File: src/sv/lfu_pkg.sv
// lfu_pkg: shared widths, request codes and the broadcast word type of the lfu cache
// depends on nothing; used by the interfaces, the cell and the top level
package lfu_pkg;

   localparam int KEY_W   = 32;
   localparam int VALUE_W = 32;
   localparam int CAP_W   = 5;

   localparam logic REQ_GET = 1'b0;
   localparam logic REQ_PUT = 1'b1;

   localparam logic [CAP_W-1:0] CAP_RESET = 5'd16;

   // what the top level broadcasts to every cell in the processing cycle
   typedef struct packed {
      logic               update;   // row changes this cycle
      logic [KEY_W-1:0]   key;      // lookup key, also the key of the placed entry
      logic [VALUE_W-1:0] value;    // value of the placed entry
   } bcast_type;

endpackage

File: src/sv/lfu_if.sv
// lfu_req_if / lfu_rsp_if: valid/ready channels of the lfu cache
// depends on lfu_pkg for field widths
interface lfu_req_if;
   import lfu_pkg::*;
   logic                      valid;
   logic                      ready;
   logic                      req_type;
   logic signed [KEY_W-1:0]   key;
   logic signed [VALUE_W-1:0] value;

   modport source (output valid, output req_type, output key, output value, input ready);
   modport sink   (input valid, input req_type, input key, input value, output ready);
endinterface

interface lfu_rsp_if;
   import lfu_pkg::*;
   logic                      valid;
   logic                      ready;
   logic                      hit;
   logic signed [VALUE_W-1:0] read_value;
   logic                      evicted;

   modport source (output valid, output hit, output read_value, output evicted, input ready);
   modport sink   (input valid, input hit, input read_value, input evicted, output ready);
endinterface

File: src/sv/lfu_cell.sv
// lfu_cell: one slot of the ordered row (key, value, use count)
// depends on lfu_pkg; takes its left neighbor's slot when the row shifts right
module lfu_cell #(
   parameter int ENTRIES  = 16,
   parameter int USE_BITS = 16,
   parameter int INDEX    = 0
) (
   input  logic                               clock,
   input  logic                               reset,
   input  lfu_pkg::bcast_type                 bc,
   input  logic [USE_BITS-1:0]                new_uses,
   input  logic [$clog2(ENTRIES+1)-1:0]       end_idx,
   input  logic [$clog2(ENTRIES+1)-1:0]       occupied,
   input  logic [lfu_pkg::KEY_W-1:0]          left_key,
   input  logic [lfu_pkg::VALUE_W-1:0]        left_value,
   input  logic [USE_BITS-1:0]                left_uses,
   input  logic                               left_gt,
   output logic [lfu_pkg::KEY_W-1:0]          key_out,
   output logic [lfu_pkg::VALUE_W-1:0]        value_out,
   output logic [USE_BITS-1:0]                uses_out,
   output logic                               gt_out,
   output logic                               match_out
);
   import lfu_pkg::*;

   localparam int CNT_W = $clog2(ENTRIES + 1);
   localparam logic [CNT_W-1:0] MY_POS = CNT_W'(INDEX);

   logic [KEY_W-1:0]    key_ff, key_in;
   logic [VALUE_W-1:0]  value_ff, value_in;
   logic [USE_BITS-1:0] uses_ff, uses_in;
   logic                in_range;
   logic                take_new;
   logic                take_left;

   // entries ahead of the end of the moved span that outrank the placed entry stay put
   assign gt_out    = (MY_POS < end_idx) && (uses_ff > new_uses);
   assign in_range  = (MY_POS <= end_idx);
   assign take_new  = bc.update && in_range && !gt_out && left_gt;
   assign take_left = bc.update && in_range && !gt_out && !left_gt;
   assign match_out = (MY_POS < occupied) && (key_ff == bc.key);

   always_comb begin
      key_in   = key_ff;
      value_in = value_ff;
      uses_in  = uses_ff;
      if (take_new) begin
         key_in   = bc.key;
         value_in = bc.value;
         uses_in  = new_uses;
      end else if (take_left) begin
         key_in   = left_key;
         value_in = left_value;
         uses_in  = left_uses;
      end
   end

   always_ff @(posedge clock) begin
      key_ff   <= key_in;
      value_ff <= value_in;
   end

   always_ff @(posedge clock) begin
      if (reset) begin
         uses_ff <= '0;
      end else begin
         uses_ff <= uses_in;
      end
   end

   assign key_out   = key_ff;
   assign value_out = value_ff;
   assign uses_out  = uses_ff;

endmodule

File: src/sv/lfu_cache_replacement.sv
// lfu_cache_replacement: lfu key/value cache with lru tie-break, top level
// depends on lfu_pkg, lfu_req_if / lfu_rsp_if and lfu_cell
//
// usage
//   req_chan carries one request word: req_type (get or put), key, value.
//   rsp_chan returns one word per request: hit, read_value, evicted.
//   csr_wr_en/csr_wr_data write the capacity register (reset 16); write it
//   only while no request is in flight.
// timing
//   a request is accepted into the request register and compared against
//   every cell in the single processing cycle, which comes once the output
//   register is free and in which the row shifts once; its response is
//   registered at the end of that cycle. no new request is taken until the
//   held one has been processed.
// reset
//   the row is empty, use counts are zero, capacity is 16.
// stall
//   a response waits in the output register; the request behind it is held
//   in the request register until the output register frees up, and no new
//   word is taken meanwhile.
module lfu_cache_replacement #(
   parameter int ENTRIES  = 16,
   parameter int USE_BITS = 16
) (
   input  logic                      clock,
   input  logic                      reset,
   lfu_req_if.sink                   req_chan,
   lfu_rsp_if.source                 rsp_chan,
   input  logic                      csr_wr_en,
   input  logic [lfu_pkg::CAP_W-1:0] csr_wr_data
);
   import lfu_pkg::*;

   localparam int IDX_W = (ENTRIES > 1) ? $clog2(ENTRIES) : 1;
   localparam int CNT_W = $clog2(ENTRIES + 1);

   // configuration
   logic [CAP_W-1:0] capacity_ff, capacity_in;
   logic [CNT_W-1:0] cap_eff;

   // request register
   logic               busy_ff, busy_in;
   logic               rq_put_ff;
   logic [KEY_W-1:0]   rq_key_ff;
   logic [VALUE_W-1:0] rq_value_ff;

   // response register
   logic               rsp_valid_ff, rsp_valid_in;
   logic               rsp_hit_ff;
   logic [VALUE_W-1:0] rsp_value_ff;
   logic               rsp_evicted_ff;

   // row bookkeeping
   logic [CNT_W-1:0] occ_ff, occ_in;

   // cell chain: link 0 is the new entry, link j+1 is cell j
   logic [KEY_W-1:0]    link_key   [ENTRIES+1];
   logic [VALUE_W-1:0]  link_value [ENTRIES+1];
   logic [USE_BITS-1:0] link_uses  [ENTRIES+1];
   logic                link_gt    [ENTRIES+1];
   logic [ENTRIES-1:0]  match;

   // processing cycle
   logic                accept;
   logic                fire;
   logic                hit;
   logic [IDX_W-1:0]    hit_idx;
   logic [VALUE_W-1:0]  sel_value;
   logic [USE_BITS-1:0] sel_uses;
   logic [USE_BITS-1:0] bumped;
   logic [USE_BITS-1:0] new_uses;
   logic                do_update;
   logic                evict;
   logic [CNT_W-1:0]    end_idx;
   bcast_type           bc;

   assign accept = req_chan.valid && req_chan.ready;
   assign fire   = busy_ff && (!rsp_valid_ff || rsp_chan.ready);

   // capacity above the row length behaves as a full row
   assign cap_eff = (int'(capacity_ff) > ENTRIES) ? CNT_W'(ENTRIES) : CNT_W'(capacity_ff);

   // pick out the hit cell; at most one cell matches
   always_comb begin
      hit_idx   = '0;
      sel_value = '0;
      sel_uses  = '0;
      for (int j = 0; j < ENTRIES; j++) begin
         if (match[j]) begin
            hit_idx   = hit_idx | IDX_W'(j);
            sel_value = sel_value | link_value[j+1];
            sel_uses  = sel_uses | link_uses[j+1];
         end
      end
   end

   assign hit    = |match;
   // count saturates at all ones
   assign bumped = (sel_uses == '1) ? sel_uses : sel_uses + USE_BITS'(1);

   always_comb begin
      new_uses  = hit ? bumped : USE_BITS'(1);
      // a get hit always reorders; a put needs a nonzero capacity
      do_update = hit ? (!rq_put_ff || (cap_eff != '0)) : (rq_put_ff && (cap_eff != '0));
      evict     = rq_put_ff && !hit && (cap_eff != '0) && (occ_ff >= cap_eff);
      // last position touched by the right shift
      if (hit) begin
         end_idx = CNT_W'(hit_idx);
      end else if (evict) begin
         end_idx = occ_ff - CNT_W'(1);
      end else begin
         end_idx = occ_ff;
      end
   end

   assign bc.update = fire && do_update;
   assign bc.key    = rq_key_ff;
   assign bc.value  = (hit && !rq_put_ff) ? sel_value : rq_value_ff;

   assign link_key[0]   = bc.key;
   assign link_value[0] = bc.value;
   assign link_uses[0]  = new_uses;
   assign link_gt[0]    = 1'b1;

   for (genvar j = 0; j < ENTRIES; j++) begin : g_cell
      lfu_cell #(
         .ENTRIES  (ENTRIES),
         .USE_BITS (USE_BITS),
         .INDEX    (j)
      ) u_cell (
         .clock      (clock),
         .reset      (reset),
         .bc         (bc),
         .new_uses   (new_uses),
         .end_idx    (end_idx),
         .occupied   (occ_ff),
         .left_key   (link_key[j]),
         .left_value (link_value[j]),
         .left_uses  (link_uses[j]),
         .left_gt    (link_gt[j]),
         .key_out    (link_key[j+1]),
         .value_out  (link_value[j+1]),
         .uses_out   (link_uses[j+1]),
         .gt_out     (link_gt[j+1]),
         .match_out  (match[j])
      );
   end

   // next-state logic
   always_comb begin
      capacity_in  = csr_wr_en ? csr_wr_data : capacity_ff;
      busy_in      = accept ? 1'b1 : (fire ? 1'b0 : busy_ff);
      rsp_valid_in = fire ? 1'b1 : ((rsp_valid_ff && rsp_chan.ready) ? 1'b0 : rsp_valid_ff);
      occ_in       = occ_ff;
      // a plain insert grows the row; an evicting insert keeps its length
      if (fire && do_update && !hit && !evict) begin
         occ_in = occ_ff + CNT_W'(1);
      end
   end

   always_ff @(posedge clock) begin
      if (reset) begin
         capacity_ff  <= CAP_RESET;
         busy_ff      <= 1'b0;
         rsp_valid_ff <= 1'b0;
         occ_ff       <= '0;
      end else begin
         capacity_ff  <= capacity_in;
         busy_ff      <= busy_in;
         rsp_valid_ff <= rsp_valid_in;
         occ_ff       <= occ_in;
      end
   end

   // payload registers
   always_ff @(posedge clock) begin
      if (accept) begin
         rq_put_ff   <= (req_chan.req_type == REQ_PUT);
         rq_key_ff   <= req_chan.key;
         rq_value_ff <= req_chan.value;
      end
      if (fire) begin
         rsp_hit_ff     <= hit;
         rsp_value_ff   <= (hit && !rq_put_ff) ? sel_value : '1;
         rsp_evicted_ff <= evict;
      end
   end

   assign req_chan.ready      = !busy_ff;
   assign rsp_chan.valid      = rsp_valid_ff;
   assign rsp_chan.hit        = rsp_hit_ff;
   assign rsp_chan.read_value = rsp_value_ff;
   assign rsp_chan.evicted    = rsp_evicted_ff;

   // keys in the row are unique
   a_unique_key : assert property (@(posedge clock) disable iff (reset)
      busy_ff |-> $onehot0(match))
      else $error("more than one cell matches the key");

   a_occ_bound : assert property (@(posedge clock) disable iff (reset)
      occ_ff <= CNT_W'(ENTRIES))
      else $error("row occupancy above entry count");

   a_grow : assert property (@(posedge clock) disable iff (reset)
      (fire && do_update && !hit && !evict) |=> (occ_ff == $past(occ_ff) + CNT_W'(1)))
      else $error("insert without eviction did not grow the row");

   a_evict_miss : assert property (@(posedge clock) disable iff (reset)
      (fire && evict) |=> (rsp_valid_ff && !rsp_hit_ff && rsp_evicted_ff))
      else $error("eviction reported wrongly");

   a_accept_busy : assert property (@(posedge clock) disable iff (reset)
      accept |=> (busy_ff && !req_chan.ready))
      else $error("accepted request not held for processing");

endmodule

File: src/flat_wrapper.sv
// flat-port wrapper written by rule: the top's interface ports become plain ports
module lfu_cache_replacement_flat import lfu_pkg::*;
#(
   parameter int ENTRIES  = 16,
   parameter int USE_BITS = 16
)
  (clock, reset, csr_wr_en, csr_wr_data, req_chan_valid, req_chan_req_type, req_chan_key, req_chan_value, req_chan_ready, rsp_chan_valid, rsp_chan_hit, rsp_chan_read_value, rsp_chan_evicted, rsp_chan_ready);
  lfu_req_if req_chan_i ();
  lfu_rsp_if rsp_chan_i ();
  input  logic clock;
  input  logic reset;
  input  logic csr_wr_en;
  input  logic [lfu_pkg::CAP_W-1:0] csr_wr_data;
  input wire logic [$bits(req_chan_i.valid)-1:0] req_chan_valid;
  input wire logic [$bits(req_chan_i.req_type)-1:0] req_chan_req_type;
  input wire logic [$bits(req_chan_i.key)-1:0] req_chan_key;
  input wire logic [$bits(req_chan_i.value)-1:0] req_chan_value;
  output wire logic [$bits(req_chan_i.ready)-1:0] req_chan_ready;
  output wire logic [$bits(rsp_chan_i.valid)-1:0] rsp_chan_valid;
  output wire logic [$bits(rsp_chan_i.hit)-1:0] rsp_chan_hit;
  output wire logic [$bits(rsp_chan_i.read_value)-1:0] rsp_chan_read_value;
  output wire logic [$bits(rsp_chan_i.evicted)-1:0] rsp_chan_evicted;
  input wire logic [$bits(rsp_chan_i.ready)-1:0] rsp_chan_ready;
  assign req_chan_i.valid = req_chan_valid;
  assign req_chan_i.req_type = req_chan_req_type;
  assign req_chan_i.key = req_chan_key;
  assign req_chan_i.value = req_chan_value;
  assign req_chan_ready = req_chan_i.ready;
  assign rsp_chan_valid = rsp_chan_i.valid;
  assign rsp_chan_hit = rsp_chan_i.hit;
  assign rsp_chan_read_value = rsp_chan_i.read_value;
  assign rsp_chan_evicted = rsp_chan_i.evicted;
  assign rsp_chan_i.ready = rsp_chan_ready;
  lfu_cache_replacement #(.ENTRIES(ENTRIES), .USE_BITS(USE_BITS)) u_core (.clock(clock), .reset(reset), .req_chan(req_chan_i), .rsp_chan(rsp_chan_i), .csr_wr_en(csr_wr_en), .csr_wr_data(csr_wr_data));
endmodule
File: config.mk
export PLATFORM = sky130hd
export DESIGN_NAME = lfu_cache_replacement_flat
export DESIGN_NICKNAME = d
export VERILOG_FILES = /design/src/sv/lfu_pkg.sv /design/src/sv/lfu_if.sv /design/src/sv/lfu_cell.sv /design/src/sv/lfu_cache_replacement.sv /design/src/flat_wrapper.sv
export SDC_FILE = /design/constraint.sdc
export NUM_CORES = 2
export LEC_CHECK = 0
export BUFFER_PORTS_ARGS = -buffer_cell sky130_fd_sc_hd__buf_2
export CAP_MARGIN = 20
export CORE_UTILIZATION = 40
export CTS_CLUSTER_DIAMETER = 40
export CTS_CLUSTER_SIZE = 16
export DETAILED_ROUTE_END_ITERATION = 10
export HOLD_SLACK_MARGIN = 0.1
export PLACE_DENSITY = 0.55
export SLEW_MARGIN = 10
export SYNTH_ARGS = -nofsm -noshare
export SYNTH_HDL_FRONTEND = slang
export SYNTH_HIERARCHICAL = 1
export SYNTH_SLANG_ARGS = --single-unit
File: constraint.sdc
create_clock -name clock -period 9.9 [get_ports clock]
set_input_delay 0 -clock clock [delete_from_list [all_inputs] [get_ports clock]]
set_output_delay 0 -clock clock [all_outputs]
set_load 0.02 [all_outputs]
==> Implementation_results.wiki <==
{| class="wikitable"
! Metric !! Value
|-
| Fin. Hold Viols || 0
|-
| Routed Antenna Nets || 0
|-
| Type of origin of the critical path || flip-flop
|-
| Reg2Reg Setup Slack || 870 ps
|-
| Residual DRC count || 0
|-
| CP peak stage delay || 880 ps
|-
| Placer Congestion || 0.9600
|-
| Fraction of final layout cells sized beyond drive strength 1 || 27.48%
|-
| Wirelength per Cell || 31.04 um
|-
| Peak ir drop on the vdd network || 169.5 uV
|-
| # Post-CTS Setup Buffers || 0
|-
| Insertion delay to the later sink of the worst-skew pair || 920 ps
|-
| Run status || complete, no violations
|-
| Cell count after synthesis || 5878
|-
| Synth-to-Final Area Change || 20.52%
|-
| Clock-pin slew reported for the worst setup and hold paths after clock tree synthesis || 50 ps
|-
| Overflow left after global routing || 0
|-
| Worst-case reg-to-reg path depth || 26
|-
| Power density normalized to cell area || 178.1 mW/mm^2
|-
| Starting density of the core || 40.31%
|-
| Leakage || 0.03331 uW
|-
| Row Count || 163
|-
| Source of the worst register-to-register timing path || u_core/rq_key_ff[20]$_DFFE_PP_
|-
| Total Routing Usage GR || 28.20%
|-
| Worst path slowest cell || nor4_2
|-
| Num ports || 111
|-
| Pins over their slew limit || 0
|-
| Number of sinks on the clock net || 1391
|-
| Worst max-slew margin expressed relative to the limit || 24.84%
|-
| Number of antenna violations at the first check in global routing || 7
|-
| Hold crit path type || in2reg
|-
| Final non-filler cell area || 0.09601 mm^2
|-
| Iter 0 DRT Violations || 6055
|-
| Number of nets produced by synthesis || 6217
|-
| CTS root buf || clkbuf_16
|-
| Via count of the first global-routing pass || 55878
|-
| Clock tree skew after final layout || 107.9 ps
|-
| Number of I/O port buffers || 110
|-
| Achievable Freq || 0.1107 GHz
|-
| Hold worst-path end || u_core/g_cell[3].u_cell/uses_out[15]$_SDFFE_PP0P_
|-
| Detail Placement HPWL || 193200 um
|-
| Yosys synthesis warning count || 6
|-
| Final wirelength || 288600 um
|-
| Fraction of the cycle the final worst path needs || 91.24%
|-
| Hold Path Cell Cnt || 3
|-
| TritonCTS clock tree || built
|-
| Number of cells upsized or downsized after cts || 0
|-
| Area inside the core boundary || 0.1976 mm^2
|-
| Crit path max fanout || 40
|-
| Crit path required time || 10410 ps
|-
| Minimum clock period after layout || 9033 ps
|-
| Layout Nets || 6801
|-
| Global-route wire length before repair || 409300 um
|-
| Die Area || 0.2010 mm^2
|-
| Worst Path Arrival || 9550 ps
|-
| Classification of the worst setup path || reg2reg
|-
| Unrepaired setup endpoints after global routing || no
|-
| Count of max-cap constraint violations || 0
|-
| Most frequent CP cell || buf_4
|-
| Routed via count || 56047
|-
| CP endpoint kind || flip-flop
|-
| Per-instance average area after synthesis || 13.55 um^2
|-
| Maximum number of pins on one net before global-route repair || 116
|-
| Worst-Margin Slew || 1121 ps
|-
| Maximum buffer depth of the clock tree || 4
|-
| Synth Cell Area || 0.07966 mm^2
|-
| Die span in y || 448.3 um
|-
| Drt via density || 6.027
|-
| Number of detailed-route iterations in the first pass || 7
|-
| H-tree Lvls || 5
|-
| Setup violators final || 0
|-
| Dpl cell area || 0.08529 mm^2
|-
| Hold path startpoint || reset
|-
| TritonCTS buffer count || 279
|-
| Endpoint of the most critical register-to-register path || u_core/g_cell[12].u_cell/key_out[23]$_DFFE_PP_
|-
| Setup tns final || 0 ps
|-
| Floorplan die width || 448.3 um
|}
-- where the power goes --
group          internal [uW]  total (uW)  switching, uW  leakage (uW)
combinational            473        1130            657        0.0166
sequential              6430        6590            165        0.0122
clock                   6180        9380           3200       0.00444
-- flip-flops by register name, indices dropped and copies added (netlist names) --
signal,count
u_core/capacity_ff,5
u_core/occ_ff,5
u_core/rsp_chan.hit,1
u_core/g_cell.u_cell/uses_out,256
u_core/rq_key_ff,32
u_core/rsp_chan.valid,1
u_core/rsp_chan.read_value,32
u_core/rq_value_ff,32
u_core/g_cell.u_cell/value_out,512
u_core/g_cell.u_cell/key_out,512
u_core/rsp_chan.evicted,1
u_core/rq_put_ff,1
u_core/busy_ff,1
-- critical path: cells and delay by family, from the launching register on --
family                     cells  cell delay [ps]
DFF                            1              810
adders and majority gates      2              460
buffers and inverters          8             1890
AOI/OAI and AO/OA              5             1470
and+or+nand+nor                9             3310
xor gates and xnor gates       2              610
-- final cells by class --
type,instances,area (um^2)
repair buffers,635,6081
fillers,17166,101600
multi-input cells,3873,37320
inverters,282,1061
flip-flops and latches,1391,39090
diodes,4,10.01
well taps,2640,3303
clock inverters,153,1841
clock buffers,321,7306
-- layout by cell type, fill, tap and decap left out, types with 39 or more instances in the layout --
cell              n
a211oi_1        261
a21oi_1         347
a221oi_1        156
a22o_1          156
a22oi_1          73
buf_12           95
buf_2           109
buf_4           274
clkbuf_16       284
clkinv_2         39
dfxtp_1         268
dlygate4sd3_1   156
edfxtp_1       1123
ha_1            264
inv_1           277
mux2_1          224
mux2_2          180
mux2_4          620
mux2i_1         261
nand2_1          59
nand4_1         134
nor2_1           60
nor4_1           99
o21a_1           48
xnor2_1         198
xor2_1          320
-- metrics by stage --
| step | hold slack (ps) | setup WS, ps | cells | total power (uW) | utilization [%] |
|---|---|---|---|---|---|
| after floorplan | 79.31 | 1295 | 5878 | 7329 | - |
| after global placement | 176.4 | 1009 | 8665 | 7751 | 43.16 |
| after detailed placement | 178.1 | 1250 | 8665 | 7766 | 43.16 |
| after CTS | 236.1 | 1152 | 9295 | 17190 | 48.58 |
| after global routing | 291.9 | 777.0 | 9296 | 17520 | 48.58 |
| final | 299.7 | 867.5 | 9299 | 17100 | 48.58 |
-- how the worst max path moves through the flow --
stage                                         from                                          endpoint  slack (ps)  cells after the start
floorplan           u_core/rq_key_ff[27]$_DFFE_PP_      u_core/g_cell[0].u_cell/key_out[0]$_DFFE_PP_        1300                     25
global placement    u_core/rq_key_ff[20]$_DFFE_PP_  u_core/g_cell[13].u_cell/value_out[19]$_DFFE_PP_        1010                     28
detailed placement  u_core/rq_key_ff[20]$_DFFE_PP_    u_core/g_cell[12].u_cell/key_out[31]$_DFFE_PP_        1250                     26
CTS                 u_core/rq_key_ff[20]$_DFFE_PP_    u_core/g_cell[12].u_cell/key_out[23]$_DFFE_PP_        1150                     26
global route        u_core/rq_key_ff[20]$_DFFE_PP_     u_core/g_cell[12].u_cell/key_out[4]$_DFFE_PP_         780                     26
finish              u_core/rq_key_ff[20]$_DFFE_PP_    u_core/g_cell[12].u_cell/key_out[23]$_DFFE_PP_         870                     26
-- routing by layer --
layer  track usage (%)  up-vias  routed length (um)
li1                  -    24169                   -
met1             37.52    28526              121000
met2             44.66     2635              131800
met3             4.998      715               21560
met4             12.83        2               14180
met5                 0        -                  17
-- what timing repair did --
action                                 CTS  global route
endpoints found under the hold margin  208             0
hold buffers                           156             0
setup endpoints to repair                0             0
(Power assumes the default switching activity.)
